--- config.mk ---
export PLATFORM = sky130hd
export DESIGN_NAME = nearest_neighbor_downscaler
export DESIGN_NICKNAME = d
export VERILOG_FILES = /design/src/rtl/nnds_pkg.sv /design/src/rtl/nnds_select.sv /design/src/rtl/nearest_neighbor_downscaler.sv
export SDC_FILE = /design/constraint.sdc
export NUM_CORES = 1
export LEC_CHECK = 0
export BUFFER_PORTS_ARGS = -buffer_cell sky130_fd_sc_hd__buf_4
export CORE_UTILIZATION = 30
export CTS_CLUSTER_SIZE = 40
export DETAILED_ROUTE_END_ITERATION = 16
export SLEW_MARGIN = 20
export SYNTH_ARGS = -nofsm -noshare
export SYNTH_HDL_FRONTEND = slang
export SYNTH_HIERARCHICAL = 1
export SYNTH_SLANG_ARGS = --single-unit
--- constraint.sdc ---
create_clock -name clk_i -period 9.28 [get_ports clk_i]
set_input_delay 1.392 -clock clk_i [delete_from_list [all_inputs] [get_ports clk_i]]
set_output_delay 1.392 -clock clk_i [all_outputs]
set_load 0.05 [all_outputs]
--- src/rtl/nnds_pkg.sv ---
`timescale 1ns / 1ps
// ----------------------------------------------------------------------------
// nnds_pkg
// Shared types and constants of the nearest-neighbor downscaler.
// ----------------------------------------------------------------------------
package nnds_pkg;

  // Fixed widths of the configuration registers.
  localparam int unsigned CFG_DIM_W  = 13;
  localparam int unsigned CFG_STEP_W = 21;
  localparam int unsigned CFG_DATA_W = 21;
  localparam int unsigned CFG_IDX_W  = 3;

  // Default geometry of the fixed-point datapath.
  localparam int unsigned DIM_BITS_DEF  = 12;
  localparam int unsigned FRAC_BITS_DEF = 16;

  // Register indexes on the configuration port.
  localparam logic [CFG_IDX_W-1:0] REG_SRC_WIDTH  = 3'd0;
  localparam logic [CFG_IDX_W-1:0] REG_SRC_HEIGHT = 3'd1;
  localparam logic [CFG_IDX_W-1:0] REG_DST_WIDTH  = 3'd2;
  localparam logic [CFG_IDX_W-1:0] REG_DST_HEIGHT = 3'd3;
  localparam logic [CFG_IDX_W-1:0] REG_STEP_X     = 3'd4;
  localparam logic [CFG_IDX_W-1:0] REG_STEP_Y     = 3'd5;
  localparam logic [CFG_IDX_W-1:0] REG_HAS_ALPHA  = 3'd6;

  // Register reset values.
  localparam logic [CFG_DIM_W-1:0]  RST_SRC_WIDTH  = 13'd640;
  localparam logic [CFG_DIM_W-1:0]  RST_SRC_HEIGHT = 13'd480;
  localparam logic [CFG_DIM_W-1:0]  RST_DST_WIDTH  = 13'd640;
  localparam logic [CFG_DIM_W-1:0]  RST_DST_HEIGHT = 13'd480;
  localparam logic [CFG_STEP_W-1:0] RST_STEP_X     = 21'd65536;
  localparam logic [CFG_STEP_W-1:0] RST_STEP_Y     = 21'd65536;
  localparam logic                  RST_HAS_ALPHA  = 1'b1;

  // Alpha value given to three-byte sources.
  localparam logic [7:0] ALPHA_OPAQUE = 8'd255;

  typedef struct packed {
    logic [CFG_DIM_W-1:0]  src_width;
    logic [CFG_DIM_W-1:0]  src_height;
    logic [CFG_DIM_W-1:0]  dst_width;
    logic [CFG_DIM_W-1:0]  dst_height;
    logic [CFG_STEP_W-1:0] step_x;
    logic [CFG_STEP_W-1:0] step_y;
    logic                  has_alpha;
  } cfg_t;

  // Decision for the source pixel presented to the selector.
  typedef struct packed {
    logic emit;
    logic row_end;
    logic frame_end;
  } sel_t;

endpackage

--- src/rtl/nnds_select.sv ---
`timescale 1ns / 1ps
// ----------------------------------------------------------------------------
// nnds_select
// Raster position counters and fixed-point accumulators that decide which
// source pixels are kept.
// ----------------------------------------------------------------------------
module nnds_select #(
  parameter int unsigned DIM_BITS  = nnds_pkg::DIM_BITS_DEF,
  parameter int unsigned FRAC_BITS = nnds_pkg::FRAC_BITS_DEF
) (
  input  logic            clk_i,
  input  logic            rst_ni,
  input  nnds_pkg::cfg_t  cfg_i,
  input  logic            adv_i,
  output nnds_pkg::sel_t  sel_o
);
  import nnds_pkg::*;

  localparam int unsigned PW = DIM_BITS + 1 + FRAC_BITS;
  localparam int unsigned EW = (CFG_DIM_W > DIM_BITS + 1) ? CFG_DIM_W : DIM_BITS + 1;
  localparam int unsigned SW = (CFG_STEP_W > FRAC_BITS + 1) ? CFG_STEP_W : FRAC_BITS + 1;
  localparam int unsigned AW = ((PW > SW) ? PW : SW) + 1;

  localparam logic [EW-1:0] DIM_MAX  = EW'(1) << DIM_BITS;
  localparam logic [SW-1:0] STEP_ONE = SW'(1) << FRAC_BITS;

  logic [DIM_BITS-1:0] src_col_q, src_col_d;
  logic [DIM_BITS-1:0] src_row_q, src_row_d;
  logic [DIM_BITS:0]   dst_col_q, dst_col_d;
  logic [DIM_BITS:0]   dst_row_q, dst_row_d;
  logic [PW-1:0]       x_pos_q, x_pos_d;
  logic [PW-1:0]       y_pos_q, y_pos_d;

  logic [DIM_BITS:0] sw, sh, dw, dh;
  logic [SW-1:0]     sx, sy;
  logic [PW-1:0]     x_next, y_next;
  logic              last_col, last_row, row_active, col_hit;

  // Size registers of zero act as one, sizes above the counter range clamp.
  function automatic logic [DIM_BITS:0] eff_dim(input logic [CFG_DIM_W-1:0] v);
    logic [EW-1:0] ve;
    logic [EW-1:0] r;
    ve = EW'(v);
    if (ve == '0) begin
      r = EW'(1);
    end else if (ve > DIM_MAX) begin
      r = DIM_MAX;
    end else begin
      r = ve;
    end
    return r[DIM_BITS:0];
  endfunction

  // Steps below one source pixel act as exactly one.
  function automatic logic [SW-1:0] eff_step(input logic [CFG_STEP_W-1:0] v);
    logic [SW-1:0] ve;
    ve = SW'(v);
    return (ve < STEP_ONE) ? STEP_ONE : ve;
  endfunction

  function automatic logic [PW-1:0] sat_add(input logic [PW-1:0] pos,
                                            input logic [SW-1:0] step);
    logic [AW-1:0] s;
    s = AW'(pos) + AW'(step);
    return (s[AW-1:PW] != '0) ? {PW{1'b1}} : s[PW-1:0];
  endfunction

  always_comb begin
    sw = eff_dim(cfg_i.src_width);
    sh = eff_dim(cfg_i.src_height);
    dw = eff_dim(cfg_i.dst_width);
    dh = eff_dim(cfg_i.dst_height);
    sx = eff_step(cfg_i.step_x);
    sy = eff_step(cfg_i.step_y);

    last_col   = {1'b0, src_col_q} >= (sw - 1'b1);
    last_row   = {1'b0, src_row_q} >= (sh - 1'b1);
    row_active = (dst_row_q < dh) &&
                 (({1'b0, src_row_q} == y_pos_q[PW-1:FRAC_BITS]) || last_row);
    col_hit    = ({1'b0, src_col_q} == x_pos_q[PW-1:FRAC_BITS]) || last_col;

    sel_o.emit      = row_active && (dst_col_q < dw) && col_hit;
    sel_o.row_end   = (dst_col_q >= (dw - 1'b1)) || last_col;
    sel_o.frame_end = sel_o.row_end && ((dst_row_q >= (dh - 1'b1)) || last_row);

    x_next = sat_add(x_pos_q, sx);
    y_next = sat_add(y_pos_q, sy);
  end

  always_comb begin
    src_col_d = src_col_q;
    src_row_d = src_row_q;
    dst_col_d = dst_col_q;
    dst_row_d = dst_row_q;
    x_pos_d   = x_pos_q;
    y_pos_d   = y_pos_q;
    if (adv_i) begin
      if (sel_o.emit) begin
        dst_col_d = dst_col_q + 1'b1;
        x_pos_d   = x_next;
      end
      if (last_col) begin
        if (row_active) begin
          dst_row_d = dst_row_q + 1'b1;
          y_pos_d   = y_next;
        end
        dst_col_d = '0;
        x_pos_d   = '0;
        src_col_d = '0;
        if (last_row) begin
          src_row_d = '0;
          dst_row_d = '0;
          y_pos_d   = '0;
        end else begin
          src_row_d = src_row_q + 1'b1;
        end
      end else begin
        src_col_d = src_col_q + 1'b1;
      end
    end
  end

  always_ff @(posedge clk_i or negedge rst_ni) begin
    if (!rst_ni) begin
      src_col_q <= '0;
      src_row_q <= '0;
      dst_col_q <= '0;
      dst_row_q <= '0;
      x_pos_q   <= '0;
      y_pos_q   <= '0;
    end else begin
      src_col_q <= src_col_d;
      src_row_q <= src_row_d;
      dst_col_q <= dst_col_d;
      dst_row_q <= dst_row_d;
      x_pos_q   <= x_pos_d;
      y_pos_q   <= y_pos_d;
    end
  end

`ifndef SYNTHESIS
  // The last source pixel of a frame returns every counter to the origin.
  a_frame_wrap: assert property (@(posedge clk_i) disable iff (!rst_ni)
    (adv_i && last_col && last_row) |=> (src_col_q == '0 && src_row_q == '0 &&
                                         dst_row_q == '0 && y_pos_q == '0))
    else $error("frame wrap did not clear the position state");

  // Within a row the horizontal accumulator never moves backward.
  a_x_monotonic: assert property (@(posedge clk_i) disable iff (!rst_ni)
    (adv_i && !last_col) |=> (x_pos_q >= $past(x_pos_q)))
    else $error("horizontal position decreased inside a row");

  // A kept pixel always advances the destination column by one.
  a_col_step: assert property (@(posedge clk_i) disable iff (!rst_ni)
    (adv_i && sel_o.emit && !last_col) |=> (dst_col_q == $past(dst_col_q) + 1'b1))
    else $error("destination column did not advance on a kept pixel");
`endif

endmodule

--- src/rtl/nearest_neighbor_downscaler.sv ---
`timescale 1ns / 1ps
// ----------------------------------------------------------------------------
// nearest_neighbor_downscaler
// Nearest-neighbor decimation of a BGR(A) raster stream into RGBA pixels.
// ----------------------------------------------------------------------------
// The block takes one source pixel per clock while its input is not stalled,
// in raster order, top row first, and keeps the pixels that nearest-neighbor
// selection picks for the destination grid; every kept pixel appears in the
// next cycle on the output register as red, green, blue and alpha, with
// row_end and frame_end marks, while the other source pixels produce no
// output transaction. The sustained rate is one source pixel per clock while
// nothing stalls, and a kept pixel passes through the single output register
// that stands after the selection logic. The input is stalled only while that
// register holds a result whose output transaction is itself stalled. Source
// column x and row y are tracked by counters, and the destination grid by
// 13.16 fixed-point accumulators that advance by step_x and step_y and saturate
// at their all-ones value. Configuration registers are written through a
// separate port that is always ready; they take effect immediately and do not
// reset the raster counters, so they should be written between frames. There
// is no memory and no clearing pass after reset.
// ----------------------------------------------------------------------------
module nearest_neighbor_downscaler #(
  parameter int unsigned DIM_BITS  = nnds_pkg::DIM_BITS_DEF,
  parameter int unsigned FRAC_BITS = nnds_pkg::FRAC_BITS_DEF
) (
  input  logic                            clk_i,
  input  logic                            rst_ni,
  // Configuration write channel.
  input  logic                            cfg_valid_i,
  output logic                            cfg_ready_o,
  input  logic [nnds_pkg::CFG_IDX_W-1:0]  cfg_index_i,
  input  logic [nnds_pkg::CFG_DATA_W-1:0] cfg_data_i,
  // Source pixel channel.
  input  logic                            in_valid_i,
  output logic                            in_stall_o,
  input  logic [7:0]                      in_blue_i,
  input  logic [7:0]                      in_green_i,
  input  logic [7:0]                      in_red_i,
  input  logic [7:0]                      in_alpha_i,
  // Destination pixel channel.
  output logic                            out_valid_o,
  input  logic                            out_stall_i,
  output logic [7:0]                      out_red_o,
  output logic [7:0]                      out_green_o,
  output logic [7:0]                      out_blue_o,
  output logic [7:0]                      out_alpha_o,
  output logic                            row_end_o,
  output logic                            frame_end_o
);
  import nnds_pkg::*;

  cfg_t cfg_q;
  sel_t sel;
  logic in_accept;
  logic out_load;

  logic       out_valid_q, out_valid_d;
  logic [7:0] red_q, green_q, blue_q, alpha_q;
  logic       row_end_q, frame_end_q;

  // The configuration port never back-pressures.
  assign cfg_ready_o = 1'b1;

  always_ff @(posedge clk_i or negedge rst_ni) begin
    if (!rst_ni) begin
      cfg_q.src_width  <= RST_SRC_WIDTH;
      cfg_q.src_height <= RST_SRC_HEIGHT;
      cfg_q.dst_width  <= RST_DST_WIDTH;
      cfg_q.dst_height <= RST_DST_HEIGHT;
      cfg_q.step_x     <= RST_STEP_X;
      cfg_q.step_y     <= RST_STEP_Y;
      cfg_q.has_alpha  <= RST_HAS_ALPHA;
    end else if (cfg_valid_i && cfg_ready_o) begin
      case (cfg_index_i)
        REG_SRC_WIDTH:  cfg_q.src_width  <= cfg_data_i[CFG_DIM_W-1:0];
        REG_SRC_HEIGHT: cfg_q.src_height <= cfg_data_i[CFG_DIM_W-1:0];
        REG_DST_WIDTH:  cfg_q.dst_width  <= cfg_data_i[CFG_DIM_W-1:0];
        REG_DST_HEIGHT: cfg_q.dst_height <= cfg_data_i[CFG_DIM_W-1:0];
        REG_STEP_X:     cfg_q.step_x     <= cfg_data_i[CFG_STEP_W-1:0];
        REG_STEP_Y:     cfg_q.step_y     <= cfg_data_i[CFG_STEP_W-1:0];
        REG_HAS_ALPHA:  cfg_q.has_alpha  <= cfg_data_i[0];
        default: begin
          // Writes to unmapped indexes are dropped.
        end
      endcase
    end
  end

  // A new source pixel is taken unless a result is waiting on a stalled output.
  assign in_stall_o = out_valid_q && out_stall_i;
  assign in_accept  = in_valid_i && !in_stall_o;

  nnds_select #(
    .DIM_BITS  (DIM_BITS),
    .FRAC_BITS (FRAC_BITS)
  ) u_select (
    .clk_i  (clk_i),
    .rst_ni (rst_ni),
    .cfg_i  (cfg_q),
    .adv_i  (in_accept),
    .sel_o  (sel)
  );

  // A kept pixel loads the output register; accepting a pixel that is dropped
  // while the register is free simply empties it.
  assign out_load = in_accept && sel.emit;

  always_comb begin
    out_valid_d = out_valid_q;
    if (!in_stall_o) begin
      out_valid_d = out_load;
    end
  end

  always_ff @(posedge clk_i or negedge rst_ni) begin
    if (!rst_ni) begin
      out_valid_q <= 1'b0;
    end else begin
      out_valid_q <= out_valid_d;
    end
  end

  // Payload registers carry no reset; they only change on a load.
  always_ff @(posedge clk_i) begin
    if (out_load) begin
      red_q       <= in_red_i;
      green_q     <= in_green_i;
      blue_q      <= in_blue_i;
      alpha_q     <= cfg_q.has_alpha ? in_alpha_i : ALPHA_OPAQUE;
      row_end_q   <= sel.row_end;
      frame_end_q <= sel.frame_end;
    end
  end

  assign out_valid_o = out_valid_q;
  assign out_red_o   = red_q;
  assign out_green_o = green_q;
  assign out_blue_o  = blue_q;
  assign out_alpha_o = alpha_q;
  assign row_end_o   = row_end_q;
  assign frame_end_o = frame_end_q;

`ifndef SYNTHESIS
  // Input back-pressure only ever comes from a held result.
  a_stall_source: assert property (@(posedge clk_i) disable iff (!rst_ni)
    in_stall_o |-> out_valid_o)
    else $error("input stalled without a pending result");

  // The frame mark is only given on the last pixel of a row.
  a_frame_in_row: assert property (@(posedge clk_i) disable iff (!rst_ni)
    (out_valid_o && frame_end_o) |-> row_end_o)
    else $error("frame_end without row_end");

  // A kept pixel is always presented on the next cycle.
  a_kept_shown: assert property (@(posedge clk_i) disable iff (!rst_ni)
    out_load |=> out_valid_o)
    else $error("kept pixel did not reach the output register");
`endif

endmodule

== Yosys cells after proc, flatten, opt, wreduce, memory -nomap -nowiden ==
Cells that the tools add are included.
Widths: inputs -> output; s select.
Word-level totals
  register bits after elaboration: 238
  output and inout port bits: 37
  logic and storage cells: 101
Operators by class
  add/subtract/negate cells: 10
  order comparisons: 12
  eq/ne operators: 8
  mux-type cells: 22
  reductions and logical operators: 29
Operators by type and width (number)
  $mux 29: 6
  $mux 13: 12
  $add 29x21->30: 2
  $gt 13x13->1 const B: 4
  $logic_not 13->1: 4
  $sub 13x1->13 const B: 4
  $lt 21x17->1 const B: 2
  $mux 21: 2
  $add 13x1->13 const B: 2
  $eq 12x13->1: 2
  $ge 12x13->1: 2
  $ge 13x13->1: 2
  $lt 13x13->1: 2
  $add 12x1->12 const B: 2
  $mux 12: 2
  $reduce_and 2->1: 9
  $eq 3x3->1 const B: 3
  $logic_and 1x1->1: 7
  $eq 3x2->1 const B: 2
  $logic_or 1x1->1: 4
  $reduce_bool 2->1: 2
  $eq 3x1->1 const B: 1
  $logic_not 3->1: 1
  $reduce_and 3->1: 1
  $logic_not 1->1: 1

== Logic depth before layout (Yosys ltp) ==
  depth after elaboration: 11
  depth in mapped cells: 22
  depth with buffers taken out: 20

== Cells and area by module ==
Netlist, hierarchy kept.
By module, submodules not included
  nnds_select: instances 1, cells each 1243, area each 10292.4 um^2
  nearest_neighbor_downscaler: instances 1, cells each 255, area each 4754.6 um^2

== Worst setup path after synthesis ==
Ideal clock, no wire load.
  path type: register to register
  from: reg cfg_q[85] (netlist name)
  to: reg frame_end_q (netlist: frame_end_o), enable pin
  setup time: 0.425 ns
  arrival: 5.540 ns
  required time: 8.855 ns
  setup slack: 3.315 ns
  cell stages (with the launch flop): 20
  path buffers: 1
  period minus slack after synthesis: 5.965 ns
  cells stage by stage: dfrtp_1 > or3_1 > or4_1 > or4_1 > nor2_1 > o21ai_0 > ha_1 > clkbuf_1 > nand3_1 > o21ai_0 > a21o_1 > ha_1 > and4_1 > o21ai_0 > o211ai_1 > a311o_1 > a21oi_1 > nor2_1 > nand2_1 > nor2_1
RTL lines
  from (decl): RTL line nearest_neighbor_downscaler.sv:52  | cfg_t cfg_q;
  to (signal assigned): RTL line nearest_neighbor_downscaler.sv:131  | frame_end_q <= sel.frame_end;
  to (decl): RTL line nearest_neighbor_downscaler.sv:59  | logic row_end_q, frame_end_q;

== Final worst setup path ==
  from: reg cfg_q[85] (netlist name)
  to: reg u_select.x_pos_q[26]
Between the ends
  cells in the longest elaborated chain, start to end: 9
  elaborated cells on any way between the ends: 11
  classes of those cells: add/sub (1); order compare (2); mux (3); reduce/logical (5)
Ends and longest elaborated chain
  $gt 13x13->1: RTL line nnds_select.sv:46  | end else if (ve > DIM_MAX) begin
  $mux 13: RTL line nnds_select.sv:46
  $mux 13 *: RTL line nnds_select.sv:44  | if (ve == '0) begin
  $sub 13x1->13 *: RTL line nnds_select.sv:76  | last_col = {1'b0, src_col_q} >= (sw - 1'b1);
  $ge 12x13->1 *: RTL line nnds_select.sv:76
  $logic_or 1x1->1: RTL line nnds_select.sv:80  | col_hit = ({1'b0, src_col_q} == x_pos_q[PW-1:FRAC_BITS]) || last_col;
  $logic_and 1x1->1: RTL line nnds_select.sv:82  | sel_o.emit = row_active && (dst_col_q < dw) && col_hit;
  $reduce_bool 2->1 (no source line)
  $reduce_and 2->1 (no source line)
  to (signal assigned): RTL line nnds_select.sv:136  | x_pos_q <= x_pos_d;
  to (decl): RTL line nnds_select.sv:31  | logic [PW-1:0] x_pos_q, x_pos_d;
Mark *: on every way between the ends. The rest lies on a longest branch, timed or not.
A chain may end at the register's enable or synchronous reset.

==> results_dict.tcl <==
set metrics [dict create \
    status "finished, final reports clean" \
    syn_nets 1687 \
    top_level_ports 98 \
    worst_pin_slew_ns 1.04 \
    part_of_the_power_in_registers 0.398 \
    clock_path_buffers 3 \
    hold_fix_buffers_cts 0 \
    mappedNetlistArea_um2 15000 \
    power.share.switching 0.327 \
    crit_path_end_kind "flop" \
    detail_route.drc_violations 0 \
    final_design_area_no_fill_um2 17300 \
    layout_worst_path_cycle_share 0.627 \
    syn-instance-count 1498 \
    crit_end "u_select/x_pos_q[26]$_DFFE_PN0P_" \
    power.share.combinational 0.288 \
    worstPathBufferInverterCount 0 \
    yosys_register_bits 238 \
    worstPathCellList "or3_1 -> or4_1 -> or4_1 -> nor2_1 -> o21ai_0 -> ha_1 -> nand3_1 -> o21ai_0 -> a21o_1 -> ha_1 -> a211o_1 -> o211ai_1 -> o211ai_1 -> a311oi_1 -> o21ai_0 -> or2_4 -> or4_1 -> o211ai_1" \
    timing.critical_path.max_delay_family "simple AND/OR/NAND/NOR gates" \
    finish.net_count 1771 \
    worst_clock_skew_ns 0.0185 \
    post_layout_min_period_ns 5.81 \
    unrepaired_setup_endpoints_after_global_routing "no" \
    power.ir.vdd_worst_v 0.000150 \
    dr_total_vias 11700 \
    holdCritPathClass "flop to flop" \
    die-height_um 226 \
    insertion_delay_ns 0.55 \
    first_pass_iters 5 \
    hold_depth 2 \
    critPathMaxFanout 22 \
    internal-power_mw 2.30 \
    root_buffer "clkbuf_16" \
    layout_cells_sized_above_1 0.175 \
    postPlaceCellArea_um2 16400 \
    cts_num_sinks 238 \
    synthDominantAreaCellType "dfrtp_1" \
    clock_power_share 0.313 \
    grt_first_pass_wirelength_mm 62.4 \
    regToRegStartpoint "cfg_q[85]$_DFFE_PN0P_" \
    place_congestion 0.884 \
    final-hold-violation-count 0 \
    required_arrival_time_at_the_worst_endpoint_ns 9.74 \
    detailed_place_hpwl_mm 28.2 \
    num-fill-cells 5011 \
    placement_rows 81 \
    post_synth_main_area_contributors "dfrtp_1 (31%), ha_1 (10%), mux2_2 (7.1%)" \
    first_iter_violations 763 \
    crit_slowest_cell "a311oi_1" \
    worstRegToRegCells 18 \
    grt_start_max_net_pins 91 \
    global_route.usage.total 0.152 \
    syn-mean-instance-area_um2 10.0 \
    critPathMaxStageDelay_ns 0.69 \
    grt_pass1_vias 11500 \
    design.core.area_um2 49300 \
    p_total_mw 3.41 \
    gr-total-overflow 0 \
    cts.clk_slew.worst_paths_ns 0.06 \
    power-per-cell-area_nw_per_um2 197 \
    synth_enable_flop_cells 34 \
    totalWireLength_mm 38.4 \
    yosysSeqAreaShare 0.408 \
    setup_viol 0 \
    max_freq_ghz 0.172 \
    synth_top_area_frac 0.314 \
    layout.cells.most_common "dfrtp_1" \
    post_synth_num_cell_types 90 \
    cts_tree "yes" \
    h-tree-depth 1 \
    asyncSetResetFlopFracSynth 0.857 \
    die_w_um 226 \
    drv_slew 0 \
    antenna_violating_nets_post_route 0 \
    fin_setup_tns_ns 0 \
    cts.repair.resized 0 \
    grt_antenna_before_repair 5 \
    syn_to_final_growth_pct 15.0 \
    ys_warn_count 6 \
    leakagePower_nw 7.60 \
    fin_hold_ws_ns 0.489 \
    crit_start "cfg_q[85]$_DFFE_PN0P_" \
    route.detailed.vias_per_inst 5.17 \
    synth_ff_type "dfrtp_1" \
    initial_utilization 0.305 \
    maxCapViolations 0 \
    cp_data_arrival_time_ns 6.28 \
    crit-reg2reg-capture "u_select/x_pos_q[26]$_DFFE_PN0P_" \
    path_depth 18 \
    regToRegSetupSlack_ns 3.47 \
    fin_util 0.351 \
    worstSetupPathType "flop to flop" \
    design.die.area_um2 51100 \
    wl_per_cell_um 16.9 \
    critical_path.startpoint_type "flop" \
    post-cts-setup-buffer-count 0 \
    switching_power_mw 1.12 \
    slew-limit-headroom 0.303 \
    numPortBuffers 96 \
    layout.cells.most_common_list "dfrtp_1 (189), nand2_1 (129), ha_1 (126)" \
    tritoncts.num_buffers 27 \
]
[through the flow]
stage / cells / worst slack, ns
after floorplan: 1498 / 3.31
after detailed placement: 2217 / 3.52
final: 2267 / 3.47
after global placement: 2217 / 3.56
after CTS: 2266 / 3.50
after global routing: 2266 / 3.07
[power by group through the flow]
stage	clock [mW]	combinational [mW]	sequential [mW]
global placement	0	0.952	1.37
floorplan	0	0.768	1.32
CTS	1.10	0.987	1.36
global route	1.14	1.12	1.38
finish	1.07	0.985	1.36
detailed placement	0	0.980	1.38
[sequential cells by signal, indices dropped and copies added, names as in the netlist]
register / cells
cfg_q: 95
u_select/x_pos_q: 29
u_select/y_pos_q: 29
u_select/dst_col_q: 13
u_select/dst_row_q: 13
u_select/src_col_q: 12
u_select/src_row_q: 12
out_alpha_o: 8
out_blue_o: 8
out_green_o: 8
out_red_o: 8
frame_end_o: 1
out_valid_o: 1
row_end_o: 1
[per-layer routing]
| metal | vias up | share of wire | global-route usage |
|---|---|---|---|
| met1 | 5703 | 0.48 | 0.215 |
| met5 | - | 0 | 0 |
| met4 | 0 | 0.018 | 0.0342 |
| li1 | 5695 | - | - |
| met3 | 44 | 0.067 | 0.0303 |
| met2 | 273 | 0.43 | 0.237 |
[synth_stat cells (6+ instances only)]
master and number:
a21oi_1 68, mux2_2 95, nand4_1 27, inv_1 31
or4_1 9, nand2b_1 25, or2_2 7, nor2_1 107
a2111oi_0 6, o21ai_0 99, edfxtp_1 34, buf_2 8
and3_1 17, a211oi_1 13, o21a_1 13, o21bai_1 8
dfrtp_1 189, o31ai_1 10, and4_1 7, nor4_1 19
dfstp_2 15, ha_1 126, a21o_1 31, clkbuf_1 29
nor2b_1 47, a31oi_1 11, nand2_1 129, xnor2_1 53
or3_1 18, a22o_1 6, nor3_1 27, nand3_1 35
xor2_1 50, o211ai_1 11, nand4b_1 6
[worst min-delay path by stage]
stage	from	end	slack, ns
5_1_grt	cfg_q[12]$_DFFE_PN0P_	cfg_q[12]$_DFFE_PN0P_	0.50
4_1_cts	u_select/x_pos_q[11]$_DFFE_PN0P_	u_select/x_pos_q[11]$_DFFE_PN0P_	0.49
6_report	u_select/x_pos_q[11]$_DFFE_PN0P_	u_select/x_pos_q[11]$_DFFE_PN0P_	0.49
3_3_place_gp	u_select/x_pos_q[12]$_DFFE_PN0P_	u_select/x_pos_q[12]$_DFFE_PN0P_	0.46
2_1_floorplan	u_select/y_pos_q[14]$_DFFE_PN0P_	u_select/y_pos_q[14]$_DFFE_PN0P_	0.45
3_5_place_dp	u_select/x_pos_q[11]$_DFFE_PN0P_	u_select/x_pos_q[11]$_DFFE_PN0P_	0.48
[kinds of logic after synthesis]
logic type               after synthesis  synth area share
AO/OA/AOI/OAI                        336             0.147
XOR/XNOR                             103            0.0600
adder cells (fa/ha/maj)              128             0.107
buffers and inverters                 82            0.0247
flip-flops                           238             0.408
multiplexers                          98            0.0731
other                                  1          0.000249
AND/OR/NAND/NOR                      512             0.179
[cell type report]
type                            instances  area (µm²)  share of cell area
Multi-Input combinational cell       1178        8540               0.494
Sequential cell                       238        6140               0.355
Tap cell                              664         831              0.0480
Timing Repair Buffer                  104         787              0.0455
Clock buffer                           34         722              0.0417
Clock inverter                         15         156             0.00904
Inverter                               33         124             0.00716
Antenna cell                            1        2.50            0.000145
[worst reg2reg max path: stages, from the launching register on]
cell and delay (ns):
dfrtp_1 0.43, or3_1 0.44, or4_1 0.48, or4_1 0.52
nor2_1 0.16, o21ai_0 0.14, ha_1 0.36, nand3_1 0.12
o21ai_0 0.09, a21o_1 0.19, ha_1 0.28, a211o_1 0.26
o211ai_1 0.08, o211ai_1 0.14, a311oi_1 0.69, o21ai_0 0.34
or2_4 0.42, or4_1 0.53, o211ai_1 0.10
Note: power is estimated with default switching activity, not from simulation.
